===== src/sv/esr_pkg.sv =====
// ----------------------------------------------------------------------------
// esr_pkg
// Shared types and constants of the ellipse alpha splat rasterizer.
// ----------------------------------------------------------------------------
package esr_pkg;

  localparam int unsigned QuotBits = 8;

  localparam logic [1:0] OP_DRAW  = 2'd0;
  localparam logic [1:0] OP_READ  = 2'd1;
  localparam logic [1:0] OP_CLEAR = 2'd2;

  localparam logic [7:0] ALPHA_CAP_RESET = 8'd32;
  localparam logic [7:0] ALPHA_FULL      = 8'd255;

  typedef enum logic [3:0] {
    S_CLR,
    S_IDLE,
    S_RDOUT,
    S_SQ,
    S_DEN,
    S_ROW,
    S_SRCH,
    S_PT,
    S_DIV,
    S_RD,
    S_WB,
    S_FIN
  } state_e;

endpackage


===== src/sv/esr_div.sv =====
// ----------------------------------------------------------------------------
// esr_div
// Restoring divider, one quotient bit per cycle; the quotient fits 8 bits.
// ----------------------------------------------------------------------------
module esr_div (
  input  logic        clk_i,
  input  logic        rst_ni,
  input  logic        start_i,
  input  logic [31:0] num_i,
  input  logic [23:0] den_i,
  output logic        busy_o,
  output logic        done_o,
  output logic [7:0]  quot_o
);
  import esr_pkg::*;

  logic [31:0] rem_q, rem_d;
  logic [31:0] dsh_q, dsh_d;
  logic [7:0]  quot_q, quot_d;
  logic [2:0]  cnt_q, cnt_d;
  logic        busy_q, busy_d;
  logic        done_q, done_d;
  logic        take;

  assign take = rem_q >= dsh_q;

  always_comb begin
    rem_d  = rem_q;
    dsh_d  = dsh_q;
    quot_d = quot_q;
    cnt_d  = cnt_q;
    busy_d = busy_q;
    done_d = 1'b0;
    if (start_i) begin
      rem_d  = num_i;
      dsh_d  = {1'b0, den_i, 7'd0};
      quot_d = '0;
      cnt_d  = 3'(QuotBits - 1);
      busy_d = 1'b1;
    end else if (busy_q) begin
      if (take) begin
        rem_d = rem_q - dsh_q;
      end
      quot_d = {quot_q[6:0], take};
      dsh_d  = dsh_q >> 1;
      cnt_d  = cnt_q - 3'd1;
      if (cnt_q == 3'd0) begin
        busy_d = 1'b0;
        done_d = 1'b1;
      end
    end
  end

  always_ff @(posedge clk_i or negedge rst_ni) begin
    if (!rst_ni) begin
      busy_q <= 1'b0;
      done_q <= 1'b0;
    end else begin
      busy_q <= busy_d;
      done_q <= done_d;
    end
  end

  always_ff @(posedge clk_i) begin
    rem_q  <= rem_d;
    dsh_q  <= dsh_d;
    quot_q <= quot_d;
    cnt_q  <= cnt_d;
  end

  assign busy_o = busy_q;
  assign done_o = done_q;
  assign quot_o = quot_q;

endmodule


===== config.mk =====
export PLATFORM = sky130hd
export DESIGN_NAME = esr_div
export DESIGN_NICKNAME = d
export VERILOG_FILES = /design/src/sv/esr_pkg.sv /design/src/sv/esr_div.sv
export SDC_FILE = /design/constraint.sdc
export NUM_CORES = 1
export LEC_CHECK = 0
export ABC_AREA = 1
export BUFFER_PORTS_ARGS = -buffer_cell sky130_fd_sc_hd__buf_2
export CORE_MARGIN = 3
export CORE_UTILIZATION = 40
export DETAILED_ROUTE_END_ITERATION = 10
export PLACE_DENSITY = 0.61
export SLEW_MARGIN = 20
export SYNTH_ARGS = -nofsm -noshare
export SYNTH_HDL_FRONTEND = slang
export SYNTH_SLANG_ARGS = --single-unit

===== constraint.sdc =====
create_clock -name clk_i -period 8.5 [get_ports clk_i]
set_clock_uncertainty 0.05 [all_clocks]
set_input_delay 0.85 -clock clk_i [delete_from_list [all_inputs] [get_ports clk_i]]
set_output_delay 0.85 -clock clk_i [all_outputs]
set_load 0.01 [all_outputs]

======== After elaboration in Yosys (flattened, before gate mapping) ========
Index checks and enable logic that the tools add are counted.
cells by class
  add/sub/neg operators ................... 2
  multipliers ............................. 0
  div/mod/pow operators ................... 0
  $lt $le $gt $ge ......................... 1
  eq/ne operators ......................... 0
  shifts and indexed selects .............. 0
  muxes and demuxes ....................... 11
  bitwise operators ....................... 0
  reduce and logical (&&, ||, !) cells .... 4
operator list
  cell                 number
  $mux 32              3
  $mux 31              2
  $ge 32x31->1         1
  $sub 32x31->32       1
  $mux 1               6
  $reduce_bool 2->1    2
  $logic_not 3->1      1
  $sub 3x1->3 const B  1
  $reduce_and 2->1     1
word-level totals
  register bits ........................... 76
  bits in latches ......................... 0
  bits in writable memories ............... 0
  ROM bits ................................ 0
  input bits .............................. 59
  logic and storage cells ................. 25
  memories ................................ 0

======== Longest topological paths before layout ========
Gate-level depths: netlist of the first run.
  depth in word-level cells ............... 4
  mapped depth ............................ 16

======== Worst setup path after synthesis of the first run ========
Ideal clock, no wire load.
  kind .................................... reg2reg
  start point ............................. reg rem_q[0]
  end point ............................... reg rem_q[0] (enable)
  data arrival time ....................... 2197 ps
  required time ........................... 7971 ps
  slack ................................... 5774 ps
  stages on the path, launching flop included .. 15
  period minus slack after synthesis ...... 2726 ps
  path through ............................ edfxtp_1 inv_1 ha_1 inv_1 fa_1 nand3_1 nand3_2 nand2_1 nand2_1 nand2_1 nand2_2 o21ai_1 nand2_1 nand2_1 nand2_1
on the way
  cells in the longest elaborated chain, start to end .. 3
RTL lines
  element                             RTL line       RTL
  start, declared                     esr_div.sv:17  logic [31:0] rem_q, rem_d;
  start signal, assigned              esr_div.sv:65  rem_q <= rem_d;
  $ge 32x31->1                        esr_div.sv:25  assign take = rem_q >= dsh_q;
  $reduce_bool 2->1 (no source line)  n/a
  $reduce_and 2->1 (no source line)   n/a
No other way between the ends.
A chain may end at the register's enable or synchronous reset.

======== Final worst setup path of the first run ========
  start point ............................. in start_i
  end point ............................... reg rem_q[18] (enable)
on the way
  cells in the longest elaborated chain, start to end .. 2
  elaborated cells on any way between the ends .. 3
  classes of those cells .................. reduce/logical: 3
RTL lines
  element                                RTL line      RTL
  start, declared                        esr_div.sv:8  input logic start_i,
  $reduce_bool 2->1 (no source line)     n/a
  $reduce_and 2->1 (no source line) (*)  n/a
Mark *: on every way between the ends. The rest lies on a longest branch, timed or not.

==> metrics.txt, run 1 <==
# TYPE chip_impl_metric gauge
chip_impl_metric{name="critical_path_arrival",unit="ns"} 3.15
chip_impl_info{name="netlist_top_cells_area",value="edfxtp_1 31%, nand2_1 21%, inv_1 11%"} 1
chip_impl_metric{name="clk_pin_slew",unit="ns"} 0.06
chip_impl_metric{name="drt_wl_cell",unit="microns"} 12.5
chip_impl_metric{name="clk-insertion-delay-late",unit="ns"} 0.35
chip_impl_metric{name="routed_wirelength",unit="microns"} 13100
chip_impl_metric{name="max_freq",unit="MHz"} 316
chip_impl_metric{name="floorplan.die_area",unit="sq um"} 15200
chip_impl_metric{name="max-cap-violations",unit=""} 0
chip_impl_metric{name="timing_worst_slew_pin_value",unit="ns"} 0.795
chip_impl_info{name="worstReg2RegEnd",value="rem_q[18]$_DFFE_PP_"} 1
chip_impl_metric{name="yosysWarnings",unit=""} 0
chip_impl_metric{name="final-hold-violation-count",unit=""} 0
chip_impl_info{name="critical_path_class",value="in -> reg"} 1
chip_impl_metric{name="first_global_vias",unit=""} 4535
chip_impl_metric{name="routed-via-count",unit=""} 4876
chip_impl_metric{name="grt_first_pass_wirelength",unit="microns"} 21800
chip_impl_metric{name="core-area",unit="sq um"} 13300
chip_impl_metric{name="yosys.area.top_type_share",unit="%"} 30.6
chip_impl_metric{name="setup_viol",unit=""} 0
chip_impl_info{name="crit_chain",value="buf_2 > buf_4 > inv_1 > nand2_1 > buf_4"} 1
chip_impl_info{name="root_buffer",value="clkbuf_16"} 1
chip_impl_metric{name="drc_violation_count_after_routing",unit=""} 0
chip_impl_info{name="worst_hold_path_type",value="in -> async"} 1
chip_impl_metric{name="synth_edf_count",unit=""} 56
chip_impl_metric{name="netlist_instances",unit=""} 806
chip_impl_metric{name="grt.total_usage",unit="%"} 18.4
chip_impl_info{name="rsz0062_at_grt",value="no"} 1
chip_impl_metric{name="place.port_buffers",unit=""} 68
chip_impl_metric{name="post_cts_resized",unit=""} 0
chip_impl_metric{name="fin_ws",unit="ns"} 5.34
chip_impl_metric{name="number_of_storage_elements_in_the_synthesis_netlist",unit=""} 76
chip_impl_metric{name="holdWs",unit="ns"} 0.218
chip_impl_metric{name="htree_num_levels",unit=""} 3
chip_impl_metric{name="synth.avg_cell_area",unit="sq um"} 6.82
chip_impl_metric{name="synth_sequential_area_ratio",unit="%"} 38.1
chip_impl_metric{name="cp.buffers_inverters",unit=""} 4
chip_impl_metric{name="finalCritPeriodShare",unit="%"} 37.2
chip_impl_metric{name="number_of_cells_on_the_worst_reg_to_reg_path",unit=""} 15
chip_impl_metric{name="cellPowerDensity",unit="nW/um^2"} 340
chip_impl_metric{name="synth_area",unit="sq um"} 5500
chip_impl_metric{name="hold_buffers",unit=""} 0
chip_impl_metric{name="cts_inserted_buffers",unit=""} 9
chip_impl_metric{name="setup-tns-final",unit="ns"} 0
chip_impl_info{name="mostFrequentLayoutCells",value="311 x nand2_1, 159 x inv_1, 68 x buf_2, 56 x edfxtp_1, 43 x nand3_1"} 1
chip_impl_info{name="dominantRegCellSynth",value="edfxtp_1"} 1
chip_impl_metric{name="critical_path_depth",unit=""} 5
chip_impl_info{name="mostFrequentLayoutCell",value="nand2_1"} 1
chip_impl_metric{name="grt_remaining_overflow",unit=""} 0
chip_impl_metric{name="critical-path-max-stage-delay",unit="ns"} 0.64
chip_impl_metric{name="async_reset_ff_share",unit="%"} 2.63
chip_impl_metric{name="cts.path.max_buffers",unit=""} 2
chip_impl_metric{name="rows",unit=""} 42
chip_impl_metric{name="initial_core_util",unit="%"} 41.2
chip_impl_metric{name="detailedPlacementHpwl",unit="microns"} 10300
chip_impl_metric{name="timing.reg2reg.setup_slack",unit="ns"} 5.53
chip_impl_metric{name="area_overhead_vs_synth",unit="%"} 15.6
chip_impl_metric{name="number_of_primary_i_o_pins",unit=""} 69
chip_impl_metric{name="drtPass1Iterations",unit=""} 4
chip_impl_metric{name="peak_supply_drop",unit="uV"} 126
chip_impl_metric{name="critical_path_peak_fanout",unit=""} 73
chip_impl_metric{name="final_net_count",unit=""} 967
chip_impl_metric{name="worst_slew_margin_rel",unit="%"} 46.9
chip_impl_metric{name="utilization",unit="%"} 47.6
chip_impl_metric{name="worst_ep_required_time",unit="ns"} 8.48
chip_impl_info{name="worstSetupStartpointType",value="input pin"} 1
chip_impl_info{name="crit-reg2reg-launch",value="rem_q[0]$_DFFE_PP_"} 1
chip_impl_metric{name="fp.dieH",unit="microns"} 123
chip_impl_info{name="timing.critical_path.slowest_stage_cell",value="nand2_1"} 1
chip_impl_metric{name="clock_sink_count",unit=""} 76
chip_impl_info{name="post-synth-top-area-cell",value="edfxtp_1"} 1
chip_impl_metric{name="design_power_total",unit="mW"} 2.16
chip_impl_info{name="critPathCaptureType",value="flop"} 1
chip_impl_metric{name="grt_start_max_net_pins",unit=""} 74
chip_impl_metric{name="place.gp.congestion",unit=""} 0.936
chip_impl_metric{name="initialDrtViolationCount",unit=""} 273
chip_impl_metric{name="fin_crit",unit="ns"} 3.16
chip_impl_metric{name="drive_gt1_share",unit="%"} 13.0
chip_impl_metric{name="postSynthNetCount",unit=""} 899
chip_impl_info{name="cts_tree",value="yes"} 1
chip_impl_info{name="cpMostUsedCell",value="buf_4"} 1
chip_impl_metric{name="total_leakage_power",unit="nW"} 3.42
chip_impl_metric{name="die_width",unit="microns"} 123
chip_impl_metric{name="ant_cells",unit=""} 0
chip_impl_metric{name="detailedPlace.worstSlack",unit="ns"} 4.88
chip_impl_metric{name="postCtsSetupRepairBufs",unit=""} 0
chip_impl_metric{name="yosys.cell_types.count",unit=""} 35
chip_impl_metric{name="finalMaxSlewViolations",unit=""} 0
chip_impl_metric{name="grt_antenna_before_repair",unit=""} 0
chip_impl_info{name="cp_top_family",value="buffers and inverters"} 1
chip_impl_metric{name="final_antenna_net_count",unit=""} 0
chip_impl_metric{name="route.detailed.vias_per_inst",unit=""} 4.62
chip_impl_info{name="outcome",value="finished, final reports clean"} 1
stage by stage:
step | instance area (sq um) | cells
2_1_floorplan | 5500 | 806
3_3_place_gp | 6020 | 1039
3_5_place_dp | 6020 | 1039
4_1_cts | 6350 | 1055
5_1_grt | 6350 | 1055
6_report | 6350 | 1055
cells in the mapped netlist, drive strengths merged (2+ instances only):
cell type  number
o22ai          11
nand4           3
dfrtp           2
buf             8
a21oi          24
xnor2           8
dfxtp          18
inv           159
nand2         323
edfxtp         56
nor3            4
ha             33
o21ai          41
and2            2
nand3b          6
nor2           44
or2             4
nand3          46
clkbuf          7
kinds of logic after synthesis:
logic type               Yosys count  synth area share [%]
adder cells (fa/ha/maj)           34                  7.87
XOR/XNOR                           8                  1.27
buffers and inverters            174                  12.1
AND/OR/NAND/NOR                  433                  32.8
AO/OA/AOI/OAI                     81                  7.90
flip-flops                        76                  38.1
worst max-delay path by stage:
stage                     endpoint                from  slack, ns
2_1_floorplan   rem_q[0]$_DFFE_PP_  rem_q[0]$_DFFE_PP_       5.77
3_3_place_gp   rem_q[17]$_DFFE_PP_             start_i       4.96
3_5_place_dp    rem_q[8]$_DFFE_PP_             start_i       4.88
4_1_cts        rem_q[18]$_DFFE_PP_             start_i       5.27
5_1_grt        rem_q[18]$_DFFE_PP_             start_i       5.06
6_report       rem_q[18]$_DFFE_PP_             start_i       5.34
sequential cells by signal (all words and copies together), names as in the netlist:
register / flops
quot_o: 8
busy_o: 1
cnt_q: 3
dsh_q: 31
done_o: 1
rem_q: 32
per-layer routing:
metal	share of wire, %	up-vias	GRT usage, %
met5	0	-	0
met4	1.7	0	6.44
met3	4.3	13	3.16
met2	43	85	28.7
met1	51	2124	25.9
li1	-	2654	-
where the power goes:
part	internal (mW)	switching, mW
Combinational	0.410	0.761
Sequential	0.529	0.0315
Clock	0.265	0.160
Total	1.20	0.953
final cells by class:
cell class	instances	area, sq um
inverter	159	597
fill	1404	6990
tap	176	220
timing repair buffer	72	370
clock buffer	11	275
multi-input combinational	556	2740
sequential	76	2090
clock inverter	5	60.1
(Power assumes the default switching activity.)
==> run 2, diff against run 1 <==
Clock period 8.5 ns to 3.1 ns, I/O delays scaled along.
==> run 2 against run 1 <==
Compared with the run above: sequential power grew to 2.7 times the previous value; critical endpoint is now rem_q[21]$_DFFE_PP_; flip-flop and latch count stayed put; core utilization is 0.075 points lower; highest routed layer unchanged.
==> metrics.txt, run 2 (synthesis gave the netlist of run 1 again) <==
# TYPE chip_impl_metric gauge
chip_impl_info{name="outcome",value="finished, final reports clean"} 1
chip_impl_metric{name="ant_cells",unit=""} 0
chip_impl_metric{name="postCtsSetupRepairBufs",unit=""} 0
chip_impl_metric{name="place.port_buffers",unit=""} 68
chip_impl_metric{name="final-hold-violation-count",unit=""} 0
chip_impl_info{name="worst_hold_path_type",value="in -> reg"} 1
chip_impl_metric{name="core-area",unit="sq um"} 13300
chip_impl_metric{name="peak_supply_drop",unit="uV"} 329
chip_impl_metric{name="dr_wl_met3",unit="microns"} 626
chip_impl_metric{name="placed_area",unit="sq um"} 6060
chip_impl_metric{name="worst_slew_margin_rel",unit="%"} 64.9
chip_impl_info{name="cp_top_family",value="simple AND/OR/NAND/NOR gates"} 1
chip_impl_metric{name="cp.buffers_inverters",unit=""} 3
chip_impl_metric{name="detailedPlacementHpwl",unit="microns"} 10600
chip_impl_metric{name="design_power_total",unit="mW"} 5.76
chip_impl_info{name="regMostFlops",value="rem_q"} 1
chip_impl_info{name="mostFrequentLayoutCell",value="nand2_1"} 1
chip_impl_metric{name="route.detailed.vias_per_inst",unit=""} 4.59
chip_impl_metric{name="internal-power",unit="mW"} 3.15
chip_impl_metric{name="place.gp.congestion",unit=""} 0.963
chip_impl_metric{name="comb_power_share",unit="%"} 56.3
chip_impl_metric{name="drt_wl_cell",unit="microns"} 12.6
chip_impl_metric{name="fin_area",unit="sq um"} 6340
chip_impl_metric{name="area.sequential",unit="sq um"} 2090
chip_impl_metric{name="grt_first_pass_wirelength",unit="microns"} 21700
chip_impl_metric{name="drc_violation_count_after_routing",unit=""} 0
chip_impl_metric{name="critical_path_arrival",unit="ns"} 2.49
chip_impl_metric{name="drive_gt1_share",unit="%"} 13.3
chip_impl_info{name="critPathCaptureType",value="flop"} 1
chip_impl_metric{name="drtPass1Iterations",unit=""} 4
chip_impl_metric{name="finalNonFillerCells",unit=""} 1061
chip_impl_metric{name="critical-path-max-stage-delay",unit="ns"} 0.44
chip_impl_metric{name="worst_ep_required_time",unit="ns"} 3.12
chip_impl_info{name="mostFrequentLayoutCells",value="311 x nand2_1, 159 x inv_1, 68 x buf_2, 56 x edfxtp_1, 43 x nand3_1"} 1
chip_impl_metric{name="final_net_count",unit=""} 973
chip_impl_metric{name="max_freq",unit="MHz"} 405
chip_impl_metric{name="finalCritPeriodShare",unit="%"} 79.6
chip_impl_metric{name="dp_cells",unit=""} 1044
chip_impl_metric{name="routed_wirelength",unit="microns"} 13400
chip_impl_metric{name="switching_share",unit="%"} 45.3
chip_impl_metric{name="wl_met1",unit="microns"} 7010
chip_impl_metric{name="cellPowerDensity",unit="nW/um^2"} 908
chip_impl_metric{name="htree_num_levels",unit=""} 3
chip_impl_metric{name="rows",unit=""} 42
chip_impl_metric{name="grt_remaining_overflow",unit=""} 0
chip_impl_info{name="worstSetupStartpointType",value="flop"} 1
chip_impl_metric{name="max-cap-violations",unit=""} 0
chip_impl_info{name="rsz0062_at_grt",value="no"} 1
chip_impl_metric{name="grt.total_usage",unit="%"} 18.4
chip_impl_metric{name="initial_core_util",unit="%"} 41.2
chip_impl_metric{name="grt_start_max_net_pins",unit=""} 29
chip_impl_metric{name="finalMaxSlewViolations",unit=""} 0
chip_impl_metric{name="cts.path.max_buffers",unit=""} 2
chip_impl_metric{name="final_antenna_net_count",unit=""} 0
chip_impl_metric{name="routed-via-count",unit=""} 4871
chip_impl_metric{name="clk_pin_slew",unit="ns"} 0.06
chip_impl_metric{name="grt_antenna_before_repair",unit=""} 0
chip_impl_info{name="cpMostUsedCell",value="nand2_1"} 1
chip_impl_metric{name="setup-tns-final",unit="ns"} 0
chip_impl_metric{name="area_overhead_vs_synth",unit="%"} 15.4
chip_impl_metric{name="critical_path_peak_fanout",unit=""} 23
chip_impl_metric{name="power.share.sequential",unit="%"} 26.7
chip_impl_metric{name="total_leakage_power",unit="nW"} 3.42
chip_impl_metric{name="multi_input_area",unit="sq um"} 2740
chip_impl_metric{name="final_layout_fill_cell_count",unit=""} 1461
chip_impl_metric{name="first_global_vias",unit=""} 4452
chip_impl_metric{name="floorplan.die_area",unit="sq um"} 15200
chip_impl_info{name="timing.critical_path.slowest_stage_cell",value="fa_1"} 1
chip_impl_metric{name="holdWs",unit="ns"} 0.177
chip_impl_metric{name="largest_register_ffs",unit=""} 32
chip_impl_metric{name="setup_viol",unit=""} 0
chip_impl_metric{name="clk-insertion-delay-late",unit="ns"} 0.35
chip_impl_metric{name="number_of_primary_i_o_pins",unit=""} 69
chip_impl_info{name="cts_tree",value="yes"} 1
chip_impl_metric{name="initialDrtViolationCount",unit=""} 218
chip_impl_metric{name="timing_worst_slew_pin_value",unit="ns"} 0.526
chip_impl_metric{name="clock_sink_count",unit=""} 76
chip_impl_info{name="top_layer_used",value="met4"} 1
chip_impl_metric{name="die_width",unit="microns"} 123
chip_impl_metric{name="fin_crit",unit="ns"} 2.47
chip_impl_metric{name="power_switching",unit="mW"} 2.61
chip_impl_metric{name="route.met2.wl",unit="microns"} 5530
chip_impl_info{name="crit_chain",value="inv_1 > ha_1 > inv_1 > fa_1 > nand3_1 > nand3_2 > nand2_1 > nand2_1 > nand2_1 > nand2_2 > o21ai_1 > nand2_1 > nand2_1 > nand2_1 > buf_4"} 1
chip_impl_info{name="root_buffer",value="clkbuf_16"} 1
chip_impl_metric{name="fp.dieH",unit="microns"} 123
chip_impl_metric{name="cts_inserted_buffers",unit=""} 9
chip_impl_info{name="critical_path_class",value="reg -> reg"} 1
chip_impl_metric{name="power.share.clock",unit="%"} 17.0
[run 2: cell types whose count changed in the layout (fill, tap and decap cells not counted), moves of 2 or more]
cell and delta:
buf_4 +5, clkbuf_16 -2, clkinv_4 +2, inv_6 -2
[run 2: tightest hold or removal path, cell delays in order]
cell and delay (ns):
buf_2 0.07, nand2_1 0.04, inv_1 0.04
[run 2: cell type report]
type | instances | share of cell area [%]
flip-flops and latches | 76 | 33.0
multi-input cells | 556 | 43.2
clock buffers | 11 | 3.83
repair buffers | 78 | 6.59
inverters | 159 | 9.41
clock inverters | 5 | 0.552
well taps | 176 | 3.47
[run 2: routing by layer]
layer | track usage (%) | vias up
met5 | 0 | -
met4 | 8.17 | 0
met3 | 3.11 | 14
met2 | 27.4 | 87
met1 | 26.4 | 2104
li1 | - | 2666
[run 2: final timing paths]
check                                         endpoint  cells past startpoint                   start  slack [ns]
worst min-delay path               dsh_q[30]$_DFFE_PP_                      3               den_i[23]        0.18
max in group asynchronous             busy_o$_DFF_PN0_                      2                  rst_ni        2.69
worst max register to register     rem_q[21]$_DFFE_PP_                     15      rem_q[0]$_DFFE_PP_        0.63
worst min register to register  quot_o[7]$_SDFFE_PP0P_                      2  quot_o[7]$_SDFFE_PP0P_        0.41
min in group asynchronous             done_o$_DFF_PN0_                      2                  rst_ni        0.22
worst max-delay path               rem_q[21]$_DFFE_PP_                     15      rem_q[0]$_DFFE_PP_        0.63
[run 2: stage by stage]
step           utilization (%)  setup WS, ns
2_1_floorplan                -         0.374
3_3_place_gp              45.4         0.673
3_5_place_dp              45.4         0.635
4_1_cts                   47.5         0.608
5_1_grt                   47.5         0.300
6_report                  47.5         0.634
[run 2: power by group through the flow]
stage / clock [mW] / sequential, mW / combinational, mW
6_report: 0.982 / 1.54 / 3.24
5_1_grt: 1.06 / 1.56 / 3.70
4_1_cts: 1.01 / 1.54 / 3.23
3_5_place_dp: 0 / 1.56 / 3.21
3_3_place_gp: 0 / 1.55 / 3.19
2_1_floorplan: 0 / 1.55 / 2.46
[run 2: timing repair]
action / in CTS / in global routing
resized for setup: 0 / 0
hold buffers: 1 / 0
endpoints found under the hold margin: 2 / 0
endpoints found under the setup margin: 0 / 0
==> run 3, diff against run 2 <==
Settings changed: ABC_AREA 1 to 0.
Clock period 3.1 ns to 2.4 ns, I/O delays scaled along.
==> run 3 against run 2 <==
Compared with the run above: the run now ends with negative setup slack left; sequential share of layout area down 3.9 points; final area grew 13%; clock power is 35% higher; cell count shrank 15%; worst setup slack worse by 0.87 ns; wire length rose by 4.7%; non-clock buffer count up 81; die area down 4.1%; combinational power increased by 82%; worst hold slack worse by 0.063 ns; highest routed layer unchanged; first-iteration DRC count up 10%.
==> metrics.txt, run 3 <==
# TYPE chip_impl_metric gauge
chip_impl_info{name="outcome",value="finished with violations"} 1
chip_impl_info{name="violations",value="negative setup slack"} 1
chip_impl_metric{name="max_freq",unit="MHz"} 379
chip_impl_metric{name="met3_layer_usage_reported_by_global_route",unit="%"} 4.21
chip_impl_metric{name="cts.path.max_buffers",unit=""} 2
chip_impl_metric{name="htree_num_levels",unit=""} 3
chip_impl_metric{name="grt.total_usage",unit="%"} 19.3
chip_impl_metric{name="max-cap-violations",unit=""} 0
chip_impl_metric{name="finalCritPeriodShare",unit="%"} 110
chip_impl_metric{name="number_of_storage_elements_in_the_synthesis_netlist",unit=""} 76
chip_impl_metric{name="drc_violation_count_after_routing",unit=""} 0
chip_impl_metric{name="first_global_vias",unit=""} 4715
chip_impl_metric{name="die_width",unit="microns"} 121
chip_impl_metric{name="place.gp.congestion",unit=""} 0.934
chip_impl_metric{name="number_of_primary_i_o_pins",unit=""} 69
chip_impl_metric{name="initial_core_util",unit="%"} 41.4
chip_impl_metric{name="critical_path_peak_fanout",unit=""} 4
chip_impl_metric{name="grt_antenna_before_repair",unit=""} 0
chip_impl_metric{name="routed-via-count",unit=""} 4754
chip_impl_metric{name="groute.layer.met2.usage",unit="%"} 29.4
chip_impl_metric{name="timing_worst_slew_pin_value",unit="ns"} 0.945
chip_impl_metric{name="post_synth_xor_area_fraction",unit="%"} 3.33
chip_impl_metric{name="utilization",unit="%"} 56.6
chip_impl_metric{name="grt_start_max_net_pins",unit=""} 52
chip_impl_metric{name="synth-compound-area-share",unit="%"} 22.0
chip_impl_metric{name="final-hold-violation-count",unit=""} 0
chip_impl_metric{name="route.detailed.vias_per_inst",unit=""} 5.26
chip_impl_info{name="synth.cells.most_frequent",value="109 x nand2_1, 56 x edfxtp_1, 51 x o21ai_0, 45 x inv_1, 35 x nor2_1"} 1
chip_impl_metric{name="cellPowerDensity",unit="nW/um^2"} 1290
chip_impl_metric{name="worst_ep_required_time",unit="ns"} 2.44
chip_impl_metric{name="setup-tns-final",unit="ns"} -8.06
chip_impl_info{name="worstReg2RegEnd",value="rem_q[18]$_DFFE_PP_"} 1
chip_impl_metric{name="detailedPlacementHpwl",unit="microns"} 9600
chip_impl_info{name="hold-path-endpoint",value="dsh_q[9]$_DFFE_PP_"} 1
chip_impl_metric{name="rows",unit=""} 41
chip_impl_info{name="post-synth-top-area-cell",value="edfxtp_1"} 1
chip_impl_info{name="mostFrequentLayoutCell",value="nand2_1"} 1
chip_impl_metric{name="setup_viol",unit=""} 47
chip_impl_metric{name="core-area",unit="sq um"} 12700
chip_impl_metric{name="peak_supply_drop",unit="uV"} 447
chip_impl_metric{name="finalMaxSlewViolations",unit=""} 0
chip_impl_metric{name="final_antenna_net_count",unit=""} 0
chip_impl_metric{name="synth.avg_cell_area",unit="sq um"} 8.95
chip_impl_metric{name="fin_crit",unit="ns"} 2.64
chip_impl_metric{name="yosys.cell_types.count",unit=""} 70
chip_impl_metric{name="dp_cells",unit=""} 864
chip_impl_metric{name="synthAdderAreaFrac",unit="%"} 8.23
chip_impl_metric{name="worst_slew_margin_rel",unit="%"} 37.0
chip_impl_metric{name="synth_area",unit="sq um"} 5260
chip_impl_metric{name="clock_sink_count",unit=""} 76
chip_impl_metric{name="drive_gt1_share",unit="%"} 36.3
chip_impl_info{name="regMostFlops",value="rem_q"} 1
chip_impl_metric{name="drtPass1Iterations",unit=""} 5
chip_impl_info{name="root_buffer",value="clkbuf_16"} 1
chip_impl_metric{name="timing.reg2reg.setup_slack",unit="ns"} -0.24
chip_impl_metric{name="async_reset_ff_share",unit="%"} 2.63
chip_impl_metric{name="globalRouteMet1Util",unit="%"} 27.0
chip_impl_metric{name="cts_inserted_buffers",unit=""} 9
chip_impl_metric{name="yosysWarnings",unit=""} 0
chip_impl_info{name="largest_family_of_logic_cells_by_synthesized_area",value="compound AO/OA/AOI/OAI gates"} 1
chip_impl_info{name="synth.most_common_cell",value="nand2_1"} 1
chip_impl_info{name="netlist_top_cells_area",value="edfxtp_1 32%, ha_1 7.8%, nand2_1 7.8%"} 1
chip_impl_metric{name="postSynthNetCount",unit=""} 681
chip_impl_info{name="dominantRegCellSynth",value="edfxtp_1"} 1
chip_impl_metric{name="synth_edf_count",unit=""} 56
chip_impl_info{name="critPathCaptureType",value="flop"} 1
chip_impl_metric{name="grt_first_pass_wirelength",unit="microns"} 22700
chip_impl_metric{name="clk-insertion-delay-late",unit="ns"} 0.35
chip_impl_info{name="hp-start",value="den_i[2]"} 1
chip_impl_info{name="worstSetupStartpointType",value="flop"} 1
chip_impl_metric{name="simple_gate_fraction_of_synth_area",unit="%"} 16.0
chip_impl_metric{name="min_path_cells",unit=""} 3
chip_impl_metric{name="drt_wl_cell",unit="microns"} 15.5
chip_impl_metric{name="floorplan.die_area",unit="sq um"} 14600
chip_impl_info{name="critical_path_class",value="reg -> reg"} 1
chip_impl_metric{name="ant_cells",unit=""} 0
chip_impl_metric{name="grt_remaining_overflow",unit=""} 0
chip_impl_metric{name="critical_path_arrival",unit="ns"} 2.67
chip_impl_metric{name="place.port_buffers",unit=""} 68
chip_impl_metric{name="largest_register_ffs",unit=""} 32
chip_impl_metric{name="total_leakage_power",unit="nW"} 3.20
chip_impl_info{name="worst_hold_path_type",value="in -> reg"} 1
chip_impl_metric{name="number_of_cells_on_the_worst_reg_to_reg_path",unit=""} 14
chip_impl_metric{name="fin_ws",unit="ns"} -0.237
chip_impl_metric{name="area_overhead_vs_synth",unit="%"} 36.8
chip_impl_metric{name="netlist_instances",unit=""} 588
chip_impl_metric{name="routed_wirelength",unit="microns"} 14000
chip_impl_metric{name="initialDrtViolationCount",unit=""} 240
chip_impl_metric{name="synth_sequential_area_ratio",unit="%"} 39.8
chip_impl_metric{name="final_net_count",unit=""} 820
chip_impl_metric{name="clk_pin_slew",unit="ns"} 0.06
chip_impl_info{name="mostFrequentLayoutCells",value="106 x nand2_1, 78 x buf_4, 67 x buf_2, 56 x edfxtp_1, 42 x inv_1"} 1
chip_impl_info{name="rsz0062_at_grt",value="yes"} 1
chip_impl_info{name="cts_tree",value="yes"} 1
chip_impl_metric{name="finalNonFillerCells",unit=""} 904
chip_impl_metric{name="fp.dieH",unit="microns"} 121
chip_impl_metric{name="mux_contribution_to_synthesized_area",unit="%"} 3.47
chip_impl_info{name="crit-reg2reg-launch",value="rem_q[0]$_DFFE_PP_"} 1
chip_impl_metric{name="yosys.area.top_type_share",unit="%"} 32.0
chip_impl_info{name="grt-busiest-layer",value="met2"} 1
[run 3: changes by cell type in the layout (fill, tap and decap cells not counted), moves of 16 or more]
cell | before | now
nand2_1 | 311 | 106
inv_1 | 159 | 42
buf_4 | 9 | 78
nand3_1 | 43 | 2
mux2i_1 | 0 | 16
[run 3: timing repair]
action,CTS,global route
hold endpoints to repair,2,0
gates cloned,2,0
hold buffers,1,0
setup endpoints to repair,56,57
setup buffers,12,11
resized for setup,57,50
pin swaps,38,35
[run 3: cell type report]
class | count | area [sq um]
tap | 172 | 215
clock buffer | 11 | 254
clock inverter | 5 | 32.5
fill | 1152 | 5520
sequential | 76 | 2090
inverter | 45 | 169
timing repair buffer | 159 | 1100
multi-input combinational | 436 | 3330
[run 3: worst max-delay path by stage]
stage / endpoint / cells past startpoint / slack [ns] / start
floorplan: rem_q[0]$_DFFE_PP_ / 11 / -0.09 / rem_q[0]$_DFFE_PP_
global placement: rem_q[22]$_DFFE_PP_ / 11 / -0.23 / rem_q[0]$_DFFE_PP_
detailed placement: rem_q[9]$_DFFE_PP_ / 11 / -0.30 / rem_q[0]$_DFFE_PP_
global route: rem_q[30]$_DFFE_PP_ / 13 / -0.37 / rem_q[0]$_DFFE_PP_
CTS: rem_q[30]$_DFFE_PP_ / 13 / -0.19 / rem_q[0]$_DFFE_PP_
finish: rem_q[18]$_DFFE_PP_ / 14 / -0.24 / rem_q[0]$_DFFE_PP_
[run 3: kinds of logic after synthesis]
logic type,count (synthesis)
and+or+nand+nor,194
AOI/OAI and AO/OA,168
buffers and inverters,78
DFF,76
adders and majority gates,34
xor gates and xnor gates,20
muxes,18
[run 3: power breakdown]
group,internal [mW],switching [mW],total (mW),leakage [nW]
Sequential,1.91,0.184,2.09,0.770
Clock,0.765,0.563,1.33,0.146
Combinational,2.81,3.09,5.90,2.28
Total,5.48,3.84,9.32,3.20
[run 3: metrics by stage]
stage / power [mW] / hold slack (ns) / area (sq um) / worst slack, ns
CTS: 8.65 / 0.105 / 6870 / -0.185
finish: 9.32 / 0.114 / 7200 / -0.237
global placement: 6.48 / -0.0250 / 6170 / -0.231
detailed placement: 6.55 / -0.0194 / 6170 / -0.302
global route: 9.95 / 0.120 / 7200 / -0.370
floorplan: 5.15 / -0.106 / 5290 / -0.0876
[run 3: per-layer routing]
metal  up-vias  wire length, microns
met5         -                     0
met4         0                   391
met3        29                   551
met2       101                  6390
met1      2244                  6690
li1       2380                     -
[run 3: worst max-delay path, cell delays in order (launching register included)]
cell and delay, ns:
edfxtp_1 0.36, inv_1 0.07, ha_2 0.18, inv_2 0.04
fa_2 0.35, a21oi_2 0.16, nor2_2 0.08, o31ai_4 0.20
buf_4 0.16, nand4_1 0.12, buf_6 0.17, buf_4 0.15
nand2_4 0.07, xor2_1 0.16, o21ai_1 0.07
